File: src/hw/rtl/csmv_pkg.sv
// Shared types and constants for the CSR sparse matrix-vector block.
// No dependencies; imported by every module of the block.
`timescale 1ns / 1ps

package csmv_pkg;

  localparam int MAX_DIM_DEF = 1024;
  localparam int COL_W       = 10;
  localparam int ROW_W       = 10;
  localparam int VAL_W       = 32;
  localparam int ACC_W       = 64;

  // Request queue between front and back
  localparam int QDEPTH = 4;
  localparam int QAW    = $clog2(QDEPTH);
  localparam int QCW    = $clog2(QDEPTH + 1);

  typedef enum logic [1:0] {
    OP_LOAD    = 2'd0,
    OP_NONZERO = 2'd1,
    OP_EMPTY   = 2'd2
  } op_t;

  typedef struct packed {
    op_t                     op;
    logic [COL_W-1:0]        column;
    logic signed [VAL_W-1:0] re;
    logic signed [VAL_W-1:0] im;
    logic                    last;
    logic [ROW_W-1:0]        row;
  } q_item_t;

endpackage

File: src/hw/rtl/csmv_front.sv
// Front end: accepts input requests, drops unused codes and tags each request
// with its row number. Depends on csmv_pkg.
`timescale 1ns / 1ps

module csmv_front (
  input  logic                          clk,
  input  logic                          rst_n,
  input  logic                          in_valid,
  output logic                          in_stall,
  input  logic [1:0]                    in_operation,
  input  logic [csmv_pkg::COL_W-1:0]    in_column,
  input  logic signed [csmv_pkg::VAL_W-1:0] in_value_re,
  input  logic signed [csmv_pkg::VAL_W-1:0] in_value_im,
  input  logic                          in_last_in_row,
  input  logic                          q_full,
  output logic                          q_push,
  output csmv_pkg::q_item_t             q_item
);
  import csmv_pkg::*;

  logic [ROW_W-1:0] row_cnt_r;
  logic [ROW_W-1:0] row_cnt_nxt;
  logic             accept;
  logic             useful;

  assign in_stall = q_full;
  assign accept   = in_valid && !q_full;

  always_comb begin
    useful      = 1'b0;
    row_cnt_nxt = row_cnt_r;
    case (in_operation)
      OP_LOAD: begin
        useful      = 1'b1;
        row_cnt_nxt = '0;
      end
      OP_NONZERO: begin
        useful = 1'b1;
        if (in_last_in_row) begin
          row_cnt_nxt = row_cnt_r + ROW_W'(1);
        end
      end
      OP_EMPTY: begin
        useful      = 1'b1;
        row_cnt_nxt = row_cnt_r + ROW_W'(1);
      end
      default: begin
        useful      = 1'b0;
        row_cnt_nxt = row_cnt_r;
      end
    endcase
  end

  assign q_push = accept && useful;

  always_comb begin
    q_item.op     = op_t'(in_operation);
    q_item.column = in_column;
    q_item.re     = in_value_re;
    q_item.im     = in_value_im;
    q_item.last   = in_last_in_row;
    q_item.row    = row_cnt_r;
  end

  always_ff @(posedge clk) begin
    if (!rst_n) begin
      row_cnt_r <= '0;
    end else if (accept) begin
      row_cnt_r <= row_cnt_nxt;
    end
  end

endmodule

File: config.mk
export PLATFORM = sky130hd
export DESIGN_NAME = csmv_front
export DESIGN_NICKNAME = d
export VERILOG_FILES = /design/src/hw/rtl/csmv_pkg.sv /design/src/hw/rtl/csmv_front.sv
export SDC_FILE = /design/constraint.sdc
export NUM_CORES = 1
export LEC_CHECK = 0
export ABC_AREA = 1
export BUFFER_PORTS_ARGS = -buffer_cell sky130_fd_sc_hd__buf_4
export CAP_MARGIN = 25
export CELL_PAD_IN_SITES_DETAIL_PLACEMENT = 1
export CELL_PAD_IN_SITES_GLOBAL_PLACEMENT = 1
export CORE_MARGIN = 4
export CORE_UTILIZATION = 20
export CTS_BUF_LIST = sky130_fd_sc_hd__clkbuf_2
export CTS_CLUSTER_SIZE = 30
export DETAILED_ROUTE_END_ITERATION = 12
export GPL_ROUTABILITY_DRIVEN = 0
export PLACE_DENSITY = 0.87
export SLEW_MARGIN = 20
export SYNTH_ARGS = -nofsm -noshare
export SYNTH_HDL_FRONTEND = slang
export SYNTH_SLANG_ARGS = --single-unit
File: constraint.sdc
create_clock -name clk -period 3.55 [get_ports clk]
set_clock_uncertainty 0.15 [all_clocks]
set_input_delay 0.355 -clock clk [delete_from_list [all_inputs] [get_ports clk]]
set_output_delay 0.355 -clock clk [all_outputs]
set_load 0.1 [all_outputs]
==> metrics.cfg, run 1 <==
[run_status]
status = completed

[floorplanning]
row_count = 28
die_w_um = 85.66
placeableCoreArea_um2 = 5886
start_util_pct = 20.49
ios = 170
die_area_um2 = 7338
fp.dieH_um = 85.66

[placed_design]
dp_hpwl_um = 1670
postPlaceCellArea_um2 = 872.1
io_buffers = 21

[drt]
wirelength_um = 2070
antenna_left = 0
drt-wirelength-per-cell_um = 10.84
dr.pass1.iters = 3
routed-via-count = 702
drc = 0
drtIter0Drc = 44
vias_per_cell = 3.675

[power]
combPwrFrac_pct = 26.2
p_leak_nw = 0.3920
irDropWorstVdd_v = 0.00006234
p_switching_w = 0.00009520
seq_power_share_pct = 46.4
p_clk_share_pct = 27.4
p_int_w = 0.0001537
p_sw_share_pct = 38.24
power_density_nw_per_um2 = 279.4

[sta]
setup_viol = 0
finalSetupTns_ns = 0
worst_slew_pin_slew_ns = 0.2721
fin_crit_ns = 1.746
hold_violations = 0
rsz0062_at_grt = false
slew_headroom_pct = 81.80
slew_viol_final = 0
max_freq_mhz = 572.7
fin_crit_sh_pct = 49.19
holdWs_ns = 0.2552

[global_route]
grt_max_degree = 10
track_usage_pct = 5.961
grt_pass1_wl_um = 3436
gr-total-overflow = 0
grt_antenna_before_repair = 0
grt_pass1_vias = 797

[setup_path]
start_kind = input pin
crit_type = input pin to output port
r2r_start = row_cnt_r[1]$_SDFFE_PN0P_
reg2reg_slack_ns = 2.04
timing.rr.end = row_cnt_r[8]$_SDFFE_PN0P_
arrival_ns = 1.24
crit_required_ns = 3.04
r2r_cells = 7
cp-end-kind = output port
crit_fanout = 3

[clock_tree]
numCtsBuffers = 3
clkTransAtPathRegs_ns = 0.12
cts_root_buf = clkbuf_2
hold_buffers = 0
cts.sinks = 10
cts_resized = 0
cts-htree-levels = 1
clk_latency_ns = 0.27
cts_tree = yes
cts_setup_buffers = 0
clock_path_buffers = 2

[logic_synthesis]
synth_cell_types = 18
syn_area_per_cell_um2 = 7.137
synthesis.nets = 253
netlist_instances = 169
ys_seq_elements = 10
mappedNetlistArea_um2 = 1206
synth_seq_area_share_pct = 16.60
ys.warnings.count = 0

[final_layout]
largest_reg_flops = 10
syn_to_final_growth_pct = -26.14
top_regs = row_cnt_r: 10 flops
drive_above_1_share_pct = 33.62
antenna-diode-count = 0
finish.net_count = 201
top_register = row_cnt_r
finish.instance_area_um2 = 890.9
fin_util_pct = 15.14

[worst_hold_path]
hp-class = input pin to flip-flop
holdPathEnd = row_cnt_r[5]$_SDFFE_PN0P_
min_delay_path_depth = 3
worstHoldStart = rst_n

[run]
drv_cap = 0

[how the worst max path moves through the flow]
| stage | startpoint | to | slack, ns | depth (start not counted) |
|---|---|---|---|---|
| floorplan | row_cnt_r[1]$_SDFFE_PN0P_ | row_cnt_r[8]$_SDFFE_PN0P_ | 1.43 | 6 |
| global placement | in_operation[0] | q_push | 1.80 | 6 |
| detailed placement | in_operation[0] | row_cnt_r[7]$_SDFFE_PN0P_ | 1.77 | 10 |
| CTS | in_operation[0] | q_push | 1.79 | 6 |
| global route | in_operation[0] | q_push | 1.76 | 6 |
| finish | in_operation[0] | q_push | 1.80 | 6 |
[metal layers]
layer | part of all wire (%) | GRT usage [%]
met1 | 33 | 5.236
met2 | 49 | 9.887
met3 | 11 | 2.209
met4 | 6.9 | 6.619
met5 | 0 | 0
[critical path: stages]
cell	delay [ns]
buf_4	0.12
ha_1	0.19
inv_2	0.08
nand3_1	0.13
inv_1	0.08
buf_4	0.28
[synth_stat cells (all sizes together)]
cell type / n / area share, %
buf: 78 / 49
nand2: 20 / 7.9
nor2: 20 / 8.1
nand3: 4 / 2.7
ha: 3 / 3.1
nor3: 7 / 3.3
nor3b: 2 / 1.2
nand4: 2 / 1.0
dfxtp: 10 / 17
a21oi: 3 / 1.2
inv: 20 / 6.2
[per-stage QoR]
step                setup slack (ns)  power [W]  std cells
floorplan                      1.431  0.0005627        169
global placement               1.801  0.0001829        187
detailed placement             1.772  0.0001842        187
CTS                            1.792  0.0002528        191
global route                   1.765  0.0002624        191
finish                         1.804  0.0002489        191
[cell usage in the layout (no fill, tap or decap), types with 2 or more instances in the layout]
| cell | n |
|---|---|
| nor3b_1 | 2 |
| inv_2 | 2 |
| nor3_1 | 6 |
| a21oi_1 | 3 |
| buf_4 | 21 |
| nor2_1 | 15 |
| dfxtp_1 | 10 |
| nor2_4 | 2 |
| nor2_2 | 3 |
| nand4_1 | 2 |
| inv_1 | 18 |
| ha_1 | 3 |
| nand2_1 | 14 |
| nand3_1 | 3 |
| nand2_2 | 5 |
| clkbuf_2 | 3 |
[power groups by stage]
stage,sequential (W),clock (W),combinational [W]
floorplan,0.000128,0,0.000435
global placement,0.000118,0,0.0000652
detailed placement,0.000118,0,0.0000664
CTS,0.000115,0.0000707,0.0000668
global route,0.000116,0.0000769,0.0000698
finish,0.000115,0.0000682,0.0000653
[cell families (layout without fill, tap and decap cells)]
group           count (synthesis)  after routing  share of synthesized area, %
buf+inv                        98             45                         54.77
flops                          10             10                         16.60
compound gates                  3              3                         1.244
simple gates                   55             55                         24.27
fa+ha+maj                       3              3                         3.112
[cell type report]
type,instances,area (um^2)
inverter,20,75.07
multi-input combinational,61,345.3
clock inverter,1,3.754
fill,732,4995
clock buffer,3,15.01
tap,75,93.84
sequential,10,200.2
timing repair buffer,21,157.7
No activity file was read; power rests on OpenSTA's default activity.
==> inputs of run 2 (changes only) <==
--- a/config.mk
+++ b/config.mk
@@ -5,18 +5,18 @@
 export SDC_FILE = /design/constraint.sdc
 export NUM_CORES = 1
 export LEC_CHECK = 0
-export ABC_AREA = 1
+export ABC_AREA = 0
 export BUFFER_PORTS_ARGS = -buffer_cell sky130_fd_sc_hd__buf_4
 export CAP_MARGIN = 25
 export CELL_PAD_IN_SITES_DETAIL_PLACEMENT = 1
 export CELL_PAD_IN_SITES_GLOBAL_PLACEMENT = 1
 export CORE_MARGIN = 4
-export CORE_UTILIZATION = 20
+export CORE_UTILIZATION = 16
 export CTS_BUF_LIST = sky130_fd_sc_hd__clkbuf_2
 export CTS_CLUSTER_SIZE = 30
 export DETAILED_ROUTE_END_ITERATION = 12
 export GPL_ROUTABILITY_DRIVEN = 0
-export PLACE_DENSITY = 0.87
+export PLACE_DENSITY = 0.78
 export SLEW_MARGIN = 20
 export SYNTH_ARGS = -nofsm -noshare
 export SYNTH_HDL_FRONTEND = slang
==> constraint.sdc (replaced) <==
create_clock -name clk -period 1.6 [get_ports clk]
set_clock_uncertainty 0.15 [all_clocks]
set_input_delay 0.16 -clock clk [delete_from_list [all_inputs] [get_ports clk]]
set_output_delay 0.16 -clock clk [all_outputs]
set_load 0.1 [all_outputs]
==> run 2 against run 1 <==
Effect of this change:
- sequential share of layout area grew 1.0 points
- critical path depth down 2
- register-to-register slack lost 1.9 ns
- worst hold slack got worse by 0.16 ns
- flip-flop and latch count did not move
- first-iteration DRC count shrank 59%
- critical path type is now flip-flop to flip-flop
- critical endpoint is now row_cnt_r[9]$_SDFFE_PN0P_
- largest power group unchanged
==> metrics.cfg, run 2 <==
[power]
irDropWorstVdd_v = 0.0001059
power_density_nw_per_um2 = 622.6
total_power_w = 0.0005367
p_leak_nw = 0.3489

[final_layout]
largest_reg_flops = 10
drive_above_1_share_pct = 47.19
top_register = row_cnt_r
finish.net_count = 174
top_regs = row_cnt_r: 10 flops
syn_to_final_growth_pct = -20.99
antenna-diode-count = 0
layout_common_cells = buf_4, dfxtp_1, xor2_1, nor2_1
final_common_cell = buf_4
finish.instance_area_um2 = 862.1
fin_util_pct = 13.27

[placed_design]
io_buffers = 21
postPlaceCellArea_um2 = 830.8
pre_cts_slack_ns = -0.1082
dp_hpwl_um = 1725

[logic_synthesis]
synthAdderAreaFrac_pct = 3.440
ys.warnings.count = 0
yosys.area_share.simple_pct = 15.25
synthesis.nets = 219
synth_top_area_share_pct = 53.67
synth_compound_gate_area_share_pct = 3.440
synthMuxAreaShare_pct = 0
syn_area_per_cell_um2 = 8.082
synth_top_family_by_area = buffers and inverters
synth_commonest_cells = buf_4, dfxtp_1, nor2_1, xor2_1
synth_xor_area_share_pct = 4.817
ys_seq_elements = 10
synth_area_leaders = buf_4, dfxtp_1, xor2_1, ha_1, nand4_1
synth_top_area_cell = buf_4
mappedNetlistArea_um2 = 1091
synth_most_common_cell = buf_4
synth_cell_types = 22
synth_seq_area_share_pct = 18.35
synth_edf_count = 0
netlist_instances = 135
ys_async_sr_fraction_pct = 0
synth_flop_cell = dfxtp_1

[global_route]
track_usage_pct = 5.121
grt_antenna_before_repair = 0
grt_max_degree = 11
grt_pass1_vias = 643
gr-total-overflow = 0
grt_pass1_wl_um = 3270

[drt]
drc = 0
routed-via-count = 613
antenna_left = 0
drtIter0Drc = 18
wirelength_um = 2125
vias_per_cell = 3.693
dr.pass1.iters = 4
drt-wirelength-per-cell_um = 12.80

[setup_path]
worstSetupPathDepth = 4
worst-path-buf-inv = 0
crit_type = flip-flop to flip-flop
start_kind = flip-flop
cp_slowest_cell = or4_1
critPathTopFamily = simple AND/OR/NAND/NOR gates
crit_fanout = 4
crit_required_ns = 1.64
r2r_cells = 4
arrival_ns = 1.54
cp-end-kind = flip-flop
cpPeakStageDelay_ns = 0.51
path_cells = and2_4 -> nand3_2 -> or4_1 -> a21oi_1

[run_status]
status = completed

[sta]
hold_violations = 0
layout_setup_ws_ns = 0.1039
fin_crit_ns = 1.496
slew_viol_final = 0
setup_viol = 0
fin_crit_sh_pct = 93.50
slew_headroom_pct = 80.86
worst_slew_pin_slew_ns = 0.2894
max_freq_mhz = 668.4
rsz0062_at_grt = false
finalSetupTns_ns = 0

[floorplanning]
die_area_um2 = 8204
die_w_um = 90.58
placeableCoreArea_um2 = 6495
start_util_pct = 16.80
ios = 170
fp.dieH_um = 90.58
row_count = 29

[worst_hold_path]
hp-class = input pin to flip-flop
min_delay_path_depth = 3

[clock_tree]
cts.sinks = 10
clkTransAtPathRegs_ns = 0.12
numCtsBuffers = 3
clk_latency_ns = 0.27
cts_tree = yes
cts_root_buf = clkbuf_2
cts_setup_buffers = 0
clock_path_buffers = 2
cts-htree-levels = 1

[run]
drv_cap = 0

==> run 2: changes by cell type after synthesis, sizes merged, moves of 2 or more <==
cell,change
and2,+2
xor2,+6
o21ai,+2
inv,-18
nor3,-7
or3,+2
nand2,-16
nand4,+2
nor2,-14
==> run 2: cells by family (layout without fill, tap and decap cells) <==
| kind of cell | count (synthesis) | count (layout) |
|---|---|---|
| buffers and inverters | 81 | 35 |
| XOR/XNOR | 6 | 6 |
| adder cells (fa/ha/maj) | 3 | 3 |
| AO/OA/AOI/OAI | 7 | 7 |
| flip-flops | 10 | 10 |
| AND/OR/NAND/NOR | 28 | 28 |
==> run 2: final timing paths <==
path	from	to	slack, ns
max	row_cnt_r[1]$_SDFFE_PN0P_	row_cnt_r[9]$_SDFFE_PN0P_	0.10
min	rst_n	row_cnt_r[0]$_SDFFE_PN0P_	0.1
max reg2reg	row_cnt_r[1]$_SDFFE_PN0P_	row_cnt_r[9]$_SDFFE_PN0P_	0.10
min reg2reg	row_cnt_r[9]$_SDFFE_PN0P_	row_cnt_r[9]$_SDFFE_PN0P_	0.35
==> run 2: per-layer routing <==
layer  part of all wire (%)  global-route usage [%]
met1                     38                   5.245
met2                     47                   7.844
met3                    9.4                   2.333
met4                    5.2                   4.464
met5                      0                       0
==> run 2: where the power goes <==
| part | internal, W | leakage [nW] | switching, W | total, W |
|---|---|---|---|---|
| Sequential | 0.000252 | 0.0816 | 0.00000207 | 0.000254 |
| Clock | 0.0000543 | 0.0140 | 0.0000960 | 0.000150 |
| Combinational | 0.0000363 | 0.253 | 0.0000963 | 0.000133 |
==> run 2: worst reg2reg max path, stage by stage, from the launching register on <==
cell	delay, ns
dfxtp_1	0.38
and2_4	0.18
nand3_2	0.09
or4_1	0.51
a21oi_1	0.13
==> run 2: timing repair <==
| action | in CTS | in global routing |
|---|---|---|
| setup endpoints to repair | 0 | 3 |
| hold buffers | 0 | 0 |
| resized for setup | 0 | 6 |
==> run 2: cell type report <==
type	count	area, um^2
Fill cell	756	5633
Multi-Input combinational cell	44	319.1
Timing Repair Buffer	29	217.7
Sequential cell	10	202.7
Tap cell	77	96.34
Clock buffer	3	15.01
Inverter	2	7.507
Clock inverter	1	3.754
==> run 2: per-stage QoR <==
step	hold WS, ns	instances
floorplan	0.2150	135
global placement	0.1707	162
detailed placement	0.1707	162
CTS	0.09706	166
global route	0.1115	166
finish	0.09821	166
