**src/hw/rtl/csmv_pkg.sv**
```systemverilog
// Shared types and constants for the CSR sparse matrix-vector block.
// No dependencies; imported by every module of the block.
`timescale 1ns / 1ps

package csmv_pkg;

  localparam int MAX_DIM_DEF = 1024;
  localparam int COL_W       = 10;
  localparam int ROW_W       = 10;
  localparam int VAL_W       = 32;
  localparam int ACC_W       = 64;

  // Request queue between front and back
  localparam int QDEPTH = 4;
  localparam int QAW    = $clog2(QDEPTH);
  localparam int QCW    = $clog2(QDEPTH + 1);

  typedef enum logic [1:0] {
    OP_LOAD    = 2'd0,
    OP_NONZERO = 2'd1,
    OP_EMPTY   = 2'd2
  } op_t;

  typedef struct packed {
    op_t                     op;
    logic [COL_W-1:0]        column;
    logic signed [VAL_W-1:0] re;
    logic signed [VAL_W-1:0] im;
    logic                    last;
    logic [ROW_W-1:0]        row;
  } q_item_t;

endpackage

```
**src/hw/rtl/csmv_queue.sv**
```systemverilog
// Short request queue between front and back end.
// Depends on csmv_pkg for the request type and depth.
`timescale 1ns / 1ps

module csmv_queue (
  input  logic              clk,
  input  logic              rst_n,
  input  logic              push,
  input  csmv_pkg::q_item_t push_item,
  output logic              full,
  input  logic              pop,
  output logic              empty,
  output csmv_pkg::q_item_t head
);
  import csmv_pkg::*;

  q_item_t        slot_r [QDEPTH];
  logic [QAW-1:0] wr_ptr_r;
  logic [QAW-1:0] rd_ptr_r;
  logic [QCW-1:0] count_r;
  logic           do_push;
  logic           do_pop;

  assign full    = (count_r == QCW'(QDEPTH));
  assign empty   = (count_r == '0);
  assign do_push = push && !full;
  assign do_pop  = pop && !empty;
  assign head    = slot_r[rd_ptr_r];

  always_ff @(posedge clk) begin
    if (!rst_n) begin
      wr_ptr_r <= '0;
      rd_ptr_r <= '0;
      count_r  <= '0;
    end else begin
      if (do_push) begin
        wr_ptr_r <= wr_ptr_r + QAW'(1);
      end
      if (do_pop) begin
        rd_ptr_r <= rd_ptr_r + QAW'(1);
      end
      case ({do_push, do_pop})
        2'b10:   count_r <= count_r + QCW'(1);
        2'b01:   count_r <= count_r - QCW'(1);
        default: count_r <= count_r;
      endcase
    end
  end

  always_ff @(posedge clk) begin
    if (do_push) begin
      slot_r[wr_ptr_r] <= push_item;
    end
  end

endmodule

```
**config.mk**
```make
export PLATFORM = sky130hd
export DESIGN_NAME = csmv_queue
export DESIGN_NICKNAME = d
export VERILOG_FILES = /design/src/hw/rtl/csmv_pkg.sv /design/src/hw/rtl/csmv_queue.sv
export SDC_FILE = /design/constraint.sdc
export NUM_CORES = 1
export LEC_CHECK = 0
export BUFFER_PORTS_ARGS = -buffer_cell sky130_fd_sc_hd__buf_2
export CAP_MARGIN = 20
export CORE_AREA = 2 2 163 165
export CTS_CLUSTER_SIZE = 20
export DETAILED_ROUTE_END_ITERATION = 8
export DIE_AREA = 0 0 165 167
export HOLD_SLACK_MARGIN = 0.12
export PLACE_DENSITY = 0.84
export SYNTH_ARGS = -nofsm -noshare
export SYNTH_HDL_FRONTEND = slang
export SYNTH_SLANG_ARGS = --single-unit
```
**constraint.sdc**
```tcl
create_clock -name clk -period 3.4 [get_ports clk]
set_clock_uncertainty 0.2 [all_clocks]
set_input_delay 0.34 -clock clk [delete_from_list [all_inputs] [get_ports clk]]
set_output_delay 0.34 -clock clk [all_outputs]
set_load 0.01 [all_outputs]
```
==> out/results.tsv, run 1 <==
stage	metric	value	unit
timing	fin_crit_sh	75.78	%
global_route	grt_pass1_vias	6750	
route	vias	6262	
cells_and_area	area_growth	26.18	%
synth	synth-simple-area-share	0.8732	%
synth	synth-compound-area-share	0.3071	%
power_and_ir_drop	vdd_drop_max	0.5363	mV
timing	worst_pin_slew	0.5881	ns
cts	root_buffer	clkbuf_16	
global_route	antenna_found_initial	1	
global_route	overflow	0	
synth	ys_ff_latch	357	
cells_and_area	instances_no_fill	1168	
global_route	grt_start_max_net_pins	46	
cells_and_area	fin_nets	903	
synth	synth_top_family_by_area	multiplexers	
timing	fmax	388.1	MHz
worst_hold_path	hold_depth	2	
synth	syn_avg_cell_area	25.62	um2
cells_and_area	final_common_cell	edfxtp_1	
worst_setup_path	reg2reg_depth	4	
global_route	grt_pass1_wl	37450	um
cts	clk_pin_slew	0.06	ns
synth	ys_warn_count	0	
worst_setup_path	cp.arrival	2.04	ns
route	drc_errors	0	
power_and_ir_drop	pwr_density_cell	710.4	nW/um2
job	max_cap_violations	0	
floorplanning	die_w	165	um
cts	cts.sinks	357	
worst_hold_path	hp-class	reg -> reg	
placed_design	dp.final_hpwl	14020	um
worst_setup_path	worstSetupPathType	reg -> out	
floorplanning	fp-row-count	59	
timing	rsz0062_at_grt	false	
run_status	outcome	completed	
cells_and_area	drive_above_1_share	40.38	%
cts	max-clock-path-buffers	3	
placed_design	placed_cells	1013	
timing	max-slew-margin-rel	60.79	%
route	first_pass_iters	5	
floorplanning	fp.dieH	167	um
placed_design	gp_congestion	0.7197	
floorplanning	fp.dieArea	27560	um2
synth	synth_area	13040	um2
floorplanning	io_pins	180	
timing	finalCriticalPeriod	2.577	ns
cells_and_area	fill_cells	1671	
timing	setup_violations	0	
cts	cts_tree	yes	
synth	yosysSeqAreaShare	81.53	%
cells_and_area	layout_common_cells	edfxtp_1 (348), buf_2 (179), dlygate4sd3_1 (91)	
synth	synth_cell_types	24	
route	wl_per_cell	20.95	um
floorplanning	start_util	50.61	%
route	wl	24470	um
route	ant_nets	0	
synth	synth_xor_area_share	0.1343	%
timing	finalHoldViolations	0	
synth	synthMuxAreaShare	15.18	%
power_and_ir_drop	power.leakage	5.584	nW
timing	tns	0	ns
global_route	grt_usage	18.06	%
synth	syn_nets	606	
worst_setup_path	cp_max_fo	22	
worst_setup_path	cp_data_required_time	2.86	ns
worst_setup_path	cp-end-kind	output pin	
synth	syn_inst	509	
route	dr.first_iter.drc_count	505	
floorplanning	core_area	25760	um2
timing	drv_slew	0	
synth	synthAdderAreaFrac	0.6333	%
route	vias_per_cell	5.361	
worst_setup_path	start_kind	flip-flop	
placed_design	port_buffers	179	
cts	cts-buffers-inserted	35	
cts	htreeDepth	2	
cts	clock_latency	0.50	ns
==> area by class of cell <==
| class | instances | area (um2) | area share (%) |
|---|---|---|---|
| Timing Repair Buffer | 282 | 1984 | 12.06 |
| Inverter | 6 | 22.52 | 0.1369 |
| Sequential cell | 357 | 10640 | 64.66 |
| Clock buffer | 42 | 954.7 | 5.803 |
| Clock inverter | 21 | 187.7 | 1.141 |
| Antenna cell | 1 | 2.502 | 0.01521 |
| Multi-Input combinational cell | 124 | 2243 | 13.64 |
| Tap cell | 335 | 419.2 | 2.548 |
==> metrics by stage <==
stage | util [%] | setup WS (ns) | hold WS [ns] | instance area (um2) | total power, mW
finish | 63.86 | 0.8234 | 0.3025 | 16450 | 11.69
floorplan | - | 0.8244 | 0.2389 | 13040 | 7.097
global route | 63.86 | 0.7339 | 0.3229 | 16450 | 12.18
global placement | 55.88 | 0.9954 | 0.2683 | 14400 | 7.918
CTS | 63.85 | 0.7734 | 0.3004 | 16450 | 11.83
detailed placement | 55.88 | 0.9650 | 0.2906 | 14400 | 7.970
==> where the power goes <==
group	internal, mW	switching [mW]	leakage (nW)
clock	2.24	1.52	0.557
sequential	5.30	0.127	3.27
combinational	1.22	1.28	1.76
==> worst paths after layout <==
kind,startpoint,endpoint,slack (ns)
setup / recovery,flip-flop,head[26],0.82
hold / removal,rd_ptr_r[0],flip-flop,0.30
setup reg to reg,count_r[0],slot_r[3][47],0.92
hold reg to reg,rd_ptr_r[0],flip-flop,0.30
==> what timing repair did <==
action,CTS,global route
buffers inserted,0,0
hold buffers,91,0
resized for setup,0,0
endpoints found under the hold margin,357,0
endpoints found under the setup margin,0,0
==> registers in the layout, summed over array words and instances (netlist names), named ones only <==
name,cells
rd_ptr_r,2
count_r,3
slot_r,348
wr_ptr_r,2
==> cell usage after synthesis <==
| cell type | instances | area share, % |
|---|---|---|
| and2_1 | 6 | 0.29 |
| dfxtp_1 | 9 | 1.4 |
| buf_6 | 1 | 0.086 |
| or4bb_1 | 1 | 0.086 |
| or3_1 | 2 | 0.096 |
| buf_12 | 1 | 0.15 |
| and2b_1 | 1 | 0.058 |
| a21boi_0 | 2 | 0.12 |
| xnor2_1 | 1 | 0.067 |
| nor3_1 | 1 | 0.038 |
| clkbuf_1 | 7 | 0.20 |
| edfxtp_1 | 348 | 80 |
| nand2_1 | 7 | 0.20 |
| o21ai_0 | 5 | 0.19 |
| ha_1 | 5 | 0.48 |
| fa_1 | 1 | 0.15 |
| nor3b_1 | 1 | 0.058 |
| mux2i_1 | 2 | 0.15 |
| buf_8 | 3 | 0.35 |
| xor2_1 | 1 | 0.067 |
| nor2b_1 | 1 | 0.048 |
| mux4_2 | 87 | 15 |
| inv_1 | 6 | 0.17 |
| buf_2 | 10 | 0.38 |
==> metal layers <==
| layer | global-route usage [%] | routed length [um] | share of wire (%) | vias up |
|---|---|---|---|---|
| li1 | - | - | - | 2764 |
| met1 | 24.88 | 10160 | 42 | 3255 |
| met2 | 29.42 | 12260 | 50 | 208 |
| met3 | 3.910 | 1584 | 6.5 | 35 |
| met4 | 5.142 | 465 | 1.9 | 0 |
| met5 | 0 | 0 | 0 | - |
==> critical path: stages, from the launching register on <==
cell	delay (ns)
dfxtp_4	0.58
buf_4	0.39
mux4_2	0.40
buf_2	0.16
==> cells by family after synthesis <==
group,count (synthesis)
xor+xnor,2
simple gates,20
mux,89
fa+ha+maj,6
flops,357
compound gates,7
buf+inv,28
Note: power is estimated with default switching activity, not from simulation.
==> run 2: changes to the inputs <==
--- a/config.mk
+++ b/config.mk
@@ -7,12 +7,12 @@
 export LEC_CHECK = 0
 export BUFFER_PORTS_ARGS = -buffer_cell sky130_fd_sc_hd__buf_2
 export CAP_MARGIN = 20
-export CORE_AREA = 2 2 163 165
+export CORE_AREA = 2 2 157 159
 export CTS_CLUSTER_SIZE = 20
 export DETAILED_ROUTE_END_ITERATION = 8
-export DIE_AREA = 0 0 165 167
+export DIE_AREA = 0 0 159 161
 export HOLD_SLACK_MARGIN = 0.12
-export PLACE_DENSITY = 0.84
+export PLACE_DENSITY = 0.86
 export SYNTH_ARGS = -nofsm -noshare
 export SYNTH_HDL_FRONTEND = slang
 export SYNTH_SLANG_ARGS = --single-unit
==> constraint.sdc (replaced) <==
create_clock -name clk -period 2.68 [get_ports clk]
set_clock_uncertainty 0.2 [all_clocks]
set_input_delay 0.268 -clock clk [delete_from_list [all_inputs] [get_ports clk]]
set_output_delay 0.268 -clock clk [all_outputs]
set_load 0.01 [all_outputs]
==> run 2 against run 1 <==
  * Via count increased by 0.16%
  * Design area rose by 0.13%
  * Register-to-register slack worse by 0.73 ns
  * Global-route usage is 2.0 points higher
  * Critical path depth unchanged
  * Sequential cell count did not move
  * Combinational power is 26% higher
  * Worst hold slack better by 0.0049 ns
  * Power is 29% higher
  * Largest cell class unchanged
==> out/results.tsv, run 2 (synthesized netlist as in run 1, its figures left out) <==
stage	metric	value	unit
power_and_ir_drop	pwr-share-seq	45.9	%
cells_and_area	fill_cells	1470	
worst_setup_path	cp.depth	3	
route	first_pass_iters	5	
worst_hold_path	hold_depth	2	
cells_and_area	drive_above_1_share	40.27	%
placed_design	gp_congestion	0.7574	
global_route	grt_usage	20.07	%
route	vias_per_cell	5.440	
floorplanning	fp.dieArea	25600	um2
cts	post_cts.repair.setup_buffers	0	
worst_setup_path	crit_buf_inv	2	
global_route	antenna_found_initial	2	
cells_and_area	largest_reg_flops	348	
timing	setup_violations	0	
worst_setup_path	start_kind	flip-flop	
timing	max-slew-margin-rel	61.72	%
cells_and_area	final_common_cell	edfxtp_1	
worst_setup_path	reg2reg_depth	9	
power_and_ir_drop	switching_share	24.75	%
cts	max-clock-path-buffers	3	
route	ant_nets	0	
cells_and_area	area_growth	26.34	%
worst_setup_path	cp-end-kind	output pin	
timing	worst_pin_slew	0.5742	ns
global_route	grt_start_max_net_pins	88	
worst_setup_path	critPathSlowestCell	mux4_2	
cells_and_area	layout_common_cells	edfxtp_1 (348), buf_2 (179), dlygate4sd3_1 (90)	
job	max_cap_violations	0	
route	dr.first_iter.drc_count	443	
timing	rsz0062_at_grt	false	
cts	htreeDepth	2	
timing	finalCriticalPeriod	2.546	ns
run_status	outcome	completed	
power_and_ir_drop	combPwrFrac	20.9	%
cells_and_area	instances_no_fill	1153	
cts	clock_latency	0.49	ns
worst_setup_path	cp.arrival	2.08	ns
placed_design	pre_cts_ws	0.09672	ns
power_and_ir_drop	pwr_density_cell	917.7	nW/um2
route	vias	6272	
route	wl	25480	um
cells_and_area	fin_nets	901	
timing	worst_hold_slack	0.3074	ns
timing	fmax	392.7	MHz
floorplanning	start_util	54.41	%
power_and_ir_drop	internal_power	11.38	mW
global_route	grt_pass1_vias	6952	
power_and_ir_drop	vdd_drop_max	0.8104	mV
worst_setup_path	worstSetupPathType	reg -> out	
timing	drv_slew	0	
power_and_ir_drop	power_switching	3.741	mW
power_and_ir_drop	clkPwrFrac	33.2	%
placed_design	dp.final_hpwl	13720	um
floorplanning	io_pins	180	
cells_and_area	top_regs	slot_r (348), count_r (3)	
cells_and_area	top_register	slot_r	
power_and_ir_drop	report.power.total	15.12	mW
cts	clk_pin_slew	0.06	ns
worst_setup_path	crit_family	multiplexers	
floorplanning	core_area	23960	um2
worst_setup_path	slowest_delay	0.58	ns
worst_hold_path	hp-class	reg -> reg	
route	wl_per_cell	22.10	um
timing	tns	0	ns
worst_setup_path	cp_max_fo	20	
floorplanning	fp.dieH	161	um
timing	worst_slack	0.1335	ns
cts	cts_tree	yes	
route	drc_errors	0	
timing	fin_crit_sh	95.02	%
floorplanning	die_w	159	um
global_route	overflow	0	
worst_setup_path	path_cells	buf_4 -> mux4_2 -> buf_2	
power_and_ir_drop	power.leakage	5.594	nW
timing	finalHoldViolations	0	
placed_design	placed_cells	999	
cts	root_buffer	clkbuf_16	
floorplanning	fp-row-count	57	
worst_setup_path	cp_data_required_time	2.21	ns
cts	cts-buffers-inserted	37	
global_route	grt_pass1_wl	38720	um
placed_design	port_buffers	179	
cts	cts.sinks	357	
run 2: changes by cell type in the layout (fill, tap and decap cells not counted), sizes merged:
cell,change
buf,-3
bufinv,+3
clkinv,-3
clkinvlp,-1
diode,+1
dlygate4sd3,-1
run 2: area by class of cell:
cell class              count  area (um2)  share of cell area (%)
flip-flops and latches    357       10640                   64.58
clock inverters            20       245.2                   1.489
clock buffers              42       944.7                   5.734
repair buffers            278        1964                   11.92
multi-input cells         124        2248                   13.65
well taps                 324       405.4                   2.461
inverters                   6       22.52                  0.1367
diodes                      2       5.005                 0.03038
run 2: worst paths after layout:
path | start | to | slack [ns]
hold reg to reg | wr_ptr_r[1] | wr_ptr_r[1] | 0.31
setup / recovery | flip-flop | head[48] | 0.13
setup reg to reg | count_r[2] | count_r[2] | 0.19
hold / removal | wr_ptr_r[1] | wr_ptr_r[1] | 0.31
run 2: metal layers:
metal	routed length, um	track usage (%)	share of wire [%]	vias up
met4	580	6.529	2.3	0
li1	-	-	-	2766
met5	0	0	0	-
met3	1319	4.289	5.2	47
met2	13540	35.47	53	205
met1	10050	25.12	39	3254
run 2: power groups by stage:
stage / Combinational, mW / Clock, mW / Sequential, mW
after global routing: 3.39 / 5.32 / 6.97
after CTS: 3.20 / 5.12 / 6.93
final: 3.16 / 5.02 / 6.94
after floorplan: 2.07 / 0 / 6.93
after detailed placement: 3.08 / 0 / 7.04
after global placement: 3.00 / 0 / 6.98
run 2: worst min-delay path, delay by kind of cell (launching register included):
| family | cells | cell delay, ns |
|---|---|---|
| multiplexers | 1 | 0.06 |
| flip-flops | 1 | 0.33 |
| AND/OR/NAND/NOR | 1 | 0.07 |
run 2: through the flow:
stage	area (um2)	utilization, %
4_1_cts	16460	68.70
3_3_place_gp	14370	59.98
6_report	16470	68.74
2_1_floorplan	13040	-
3_5_place_dp	14370	59.98
5_1_grt	16470	68.73
run 2: timing repair:
item,CTS,global route
hold buffers,90,0
endpoints found under the setup margin,0,1
resized for setup,0,1
endpoints found under the hold margin,357,0
==> run 3: changes to the inputs <==
--- a/config.mk
+++ b/config.mk
@@ -13,6 +13,7 @@
 export DIE_AREA = 0 0 159 161
 export HOLD_SLACK_MARGIN = 0.12
 export PLACE_DENSITY = 0.86
+export REMOVE_ABC_BUFFERS = 1
 export SYNTH_ARGS = -nofsm -noshare
 export SYNTH_HDL_FRONTEND = slang
 export SYNTH_SLANG_ARGS = --single-unit
==> run 3 against run 2 <==
  * Power decreased by 2.4%
  * Global-route usage shrank 0.57 points
  * Core utilization about the same
  * Combinational power about the same
  * Fmax decreased by 1.8%
  * Via count decreased by 0.26%
  * Largest power group unchanged
  * Final cell count increased by 0.17%
  * Sequential share of layout area is essentially flat
  * Non-clock buffer count increased by 6
  * Clock-buffer cell count is 4 higher
  * First-iteration DRC count down 1.1%
  * Clock power decreased by 7.2%
  * Largest cell class unchanged
==> out/results.tsv, run 3 (synthesized netlist as in run 1, its figures left out) <==
stage	metric	value	unit
placed_design	placed_cells	1005	
worst_setup_path	r2r_slack	0.09	ns
route	first_pass_iters	7	
cts	clock_latency	0.49	ns
route	wl	24450	um
placed_design	dp.final_hpwl	14790	um
power_and_ir_drop	report.power.total	14.75	mW
global_route	antenna_found_initial	0	
job	max_cap_violations	0	
worst_setup_path	cp_max_fo	7	
cts	htreeDepth	2	
power_and_ir_drop	pwr_density_cell	895.2	nW/um2
cells_and_area	top_regs	slot_r (348), count_r (3)	
cts	max-clock-path-buffers	3	
route	ant_nets	0	
run_status	outcome	completed	
cells_and_area	drive_above_1_share	40.31	%
timing	max-slew-margin-rel	60.44	%
cts	clk_pin_slew	0.06	ns
cells_and_area	fin_util	68.77	%
timing	finalCriticalPeriod	2.594	ns
route	vias_per_cell	5.416	
timing	setup_violations	0	
timing	fin_crit_sh	96.78	%
worst_setup_path	reg2reg_depth	9	
cts	cts.sinks	357	
timing	tns	0	ns
cells_and_area	layout_common_cells	edfxtp_1 (348), buf_2 (179), dlygate4sd3_1 (90)	
route	wl_per_cell	21.17	um
cells_and_area	area_growth	26.38	%
worst_setup_path	endpoint	count_r[2]	
floorplanning	start_util	54.41	%
floorplanning	die_w	159	um
worst_setup_path	worstSetupStartpoint	count_r[2]	
floorplanning	fp.dieArea	25600	um2
global_route	grt_usage	19.50	%
worst_setup_path	r2r_start	count_r[2]	
worst_hold_path	hold_depth	2	
cells_and_area	final_common_cell	edfxtp_1	
power_and_ir_drop	vdd_drop_max	0.7844	mV
worst_setup_path	cp-end-kind	flip-flop	
worst_setup_path	start_kind	flip-flop	
cells_and_area	num_antenna_cells	0	
power_and_ir_drop	power.leakage	5.590	nW
cts	cts-buffers-inserted	36	
timing	finalHoldViolations	0	
worst_hold_path	worstHoldStart	rd_ptr_r[0]	
route	vias	6256	
global_route	grt_start_max_net_pins	57	
global_route	grt_pass1_vias	6851	
global_route	grt_pass1_wl	38250	um
floorplanning	io_pins	180	
timing	worst_pin_slew	0.5921	ns
cells_and_area	largest_reg_flops	348	
route	dr.first_iter.drc_count	438	
timing	drv_slew	0	
worst_setup_path	cp.arrival	2.81	ns
worst_setup_path	worstSetupPathType	reg -> reg	
worst_hold_path	hp-class	reg -> reg	
cells_and_area	top_register	slot_r	
cells_and_area	instances_no_fill	1155	
placed_design	gp_congestion	0.7413	
global_route	overflow	0	
floorplanning	fp-row-count	57	
placed_design	port_buffers	179	
cells_and_area	fin_nets	906	
cts	cts_tree	yes	
floorplanning	fp.dieH	161	um
floorplanning	core_area	23960	um2
cts	root_buffer	clkbuf_16	
worst_setup_path	cp_data_required_time	2.89	ns
timing	fmax	385.6	MHz
cells_and_area	fill_cells	1457	
cts	post_cts.repair.setup_buffers	0	
worst_setup_path	timing.rr.end	count_r[2]	
route	drc_errors	0	
==> run 3: cell type report <==
type                    count  area (um2)  area share (%)
flip-flops and latches    357       10640           64.56
multi-input cells         124        2248           13.64
repair buffers            284        2059           12.50
clock buffers              46       959.7           5.824
well taps                 324       405.4           2.460
clock inverters            14       145.1          0.8808
inverters                   6       22.52          0.1367
==> run 3: through the flow <==
step / instance area (um2) / worst slack, ns / hold WS, ns
floorplan: 12890 / -2.123 / 0.1669
global placement: 14470 / 0.4022 / 0.2740
detailed placement: 14470 / 0.1316 / 0.2851
CTS: 16470 / 0.1001 / 0.3003
global route: 16480 / -0.02356 / 0.3157
finish: 16480 / 0.08634 / 0.3246
==> run 3: critical path: stages, from the launching register on <==
cell	delay, ns
dfxtp_1	0.38
nor3b_2	0.27
nor2b_1	0.20
inv_1	0.12
ha_1	0.22
inv_1	0.07
fa_1	0.40
xor2_1	0.17
or3_1	0.30
a21boi_0	0.19
==> run 3: worst min path at each step <==
stage	slack, ns	end
4_1_cts	0.30	flip-flop
3_3_place_gp	0.27	rd_ptr_r[0]
6_report	0.32	rd_ptr_r[0]
2_1_floorplan	0.17	slot_r[0][0]
3_5_place_dp	0.29	slot_r[3][49]
5_1_grt	0.32	slot_r[1][75]
==> run 3: where the power goes <==
| part | switching [mW] | internal, mW |
|---|---|---|
| sequential | 0.184 | 6.72 |
| clock | 1.86 | 2.81 |
| combinational | 1.60 | 1.58 |
| total | 3.64 | 11.1 |
==> run 3: what timing repair did <==
action,CTS,global route
gates resized for setup,0,1
endpoints found under the hold margin,357,0
hold buffers,90,0
setup endpoints to repair,0,1
==> run 3: metal layers <==
layer / global-route usage, % / wire length, um / vias to the layer above
met5: 0 / 0 / -
met4: 5.000 / 457 / 0
met3: 4.237 / 1487 / 40
met2: 33.97 / 12560 / 236
met1: 25.43 / 9946 / 3211
li1: - / - / 2769
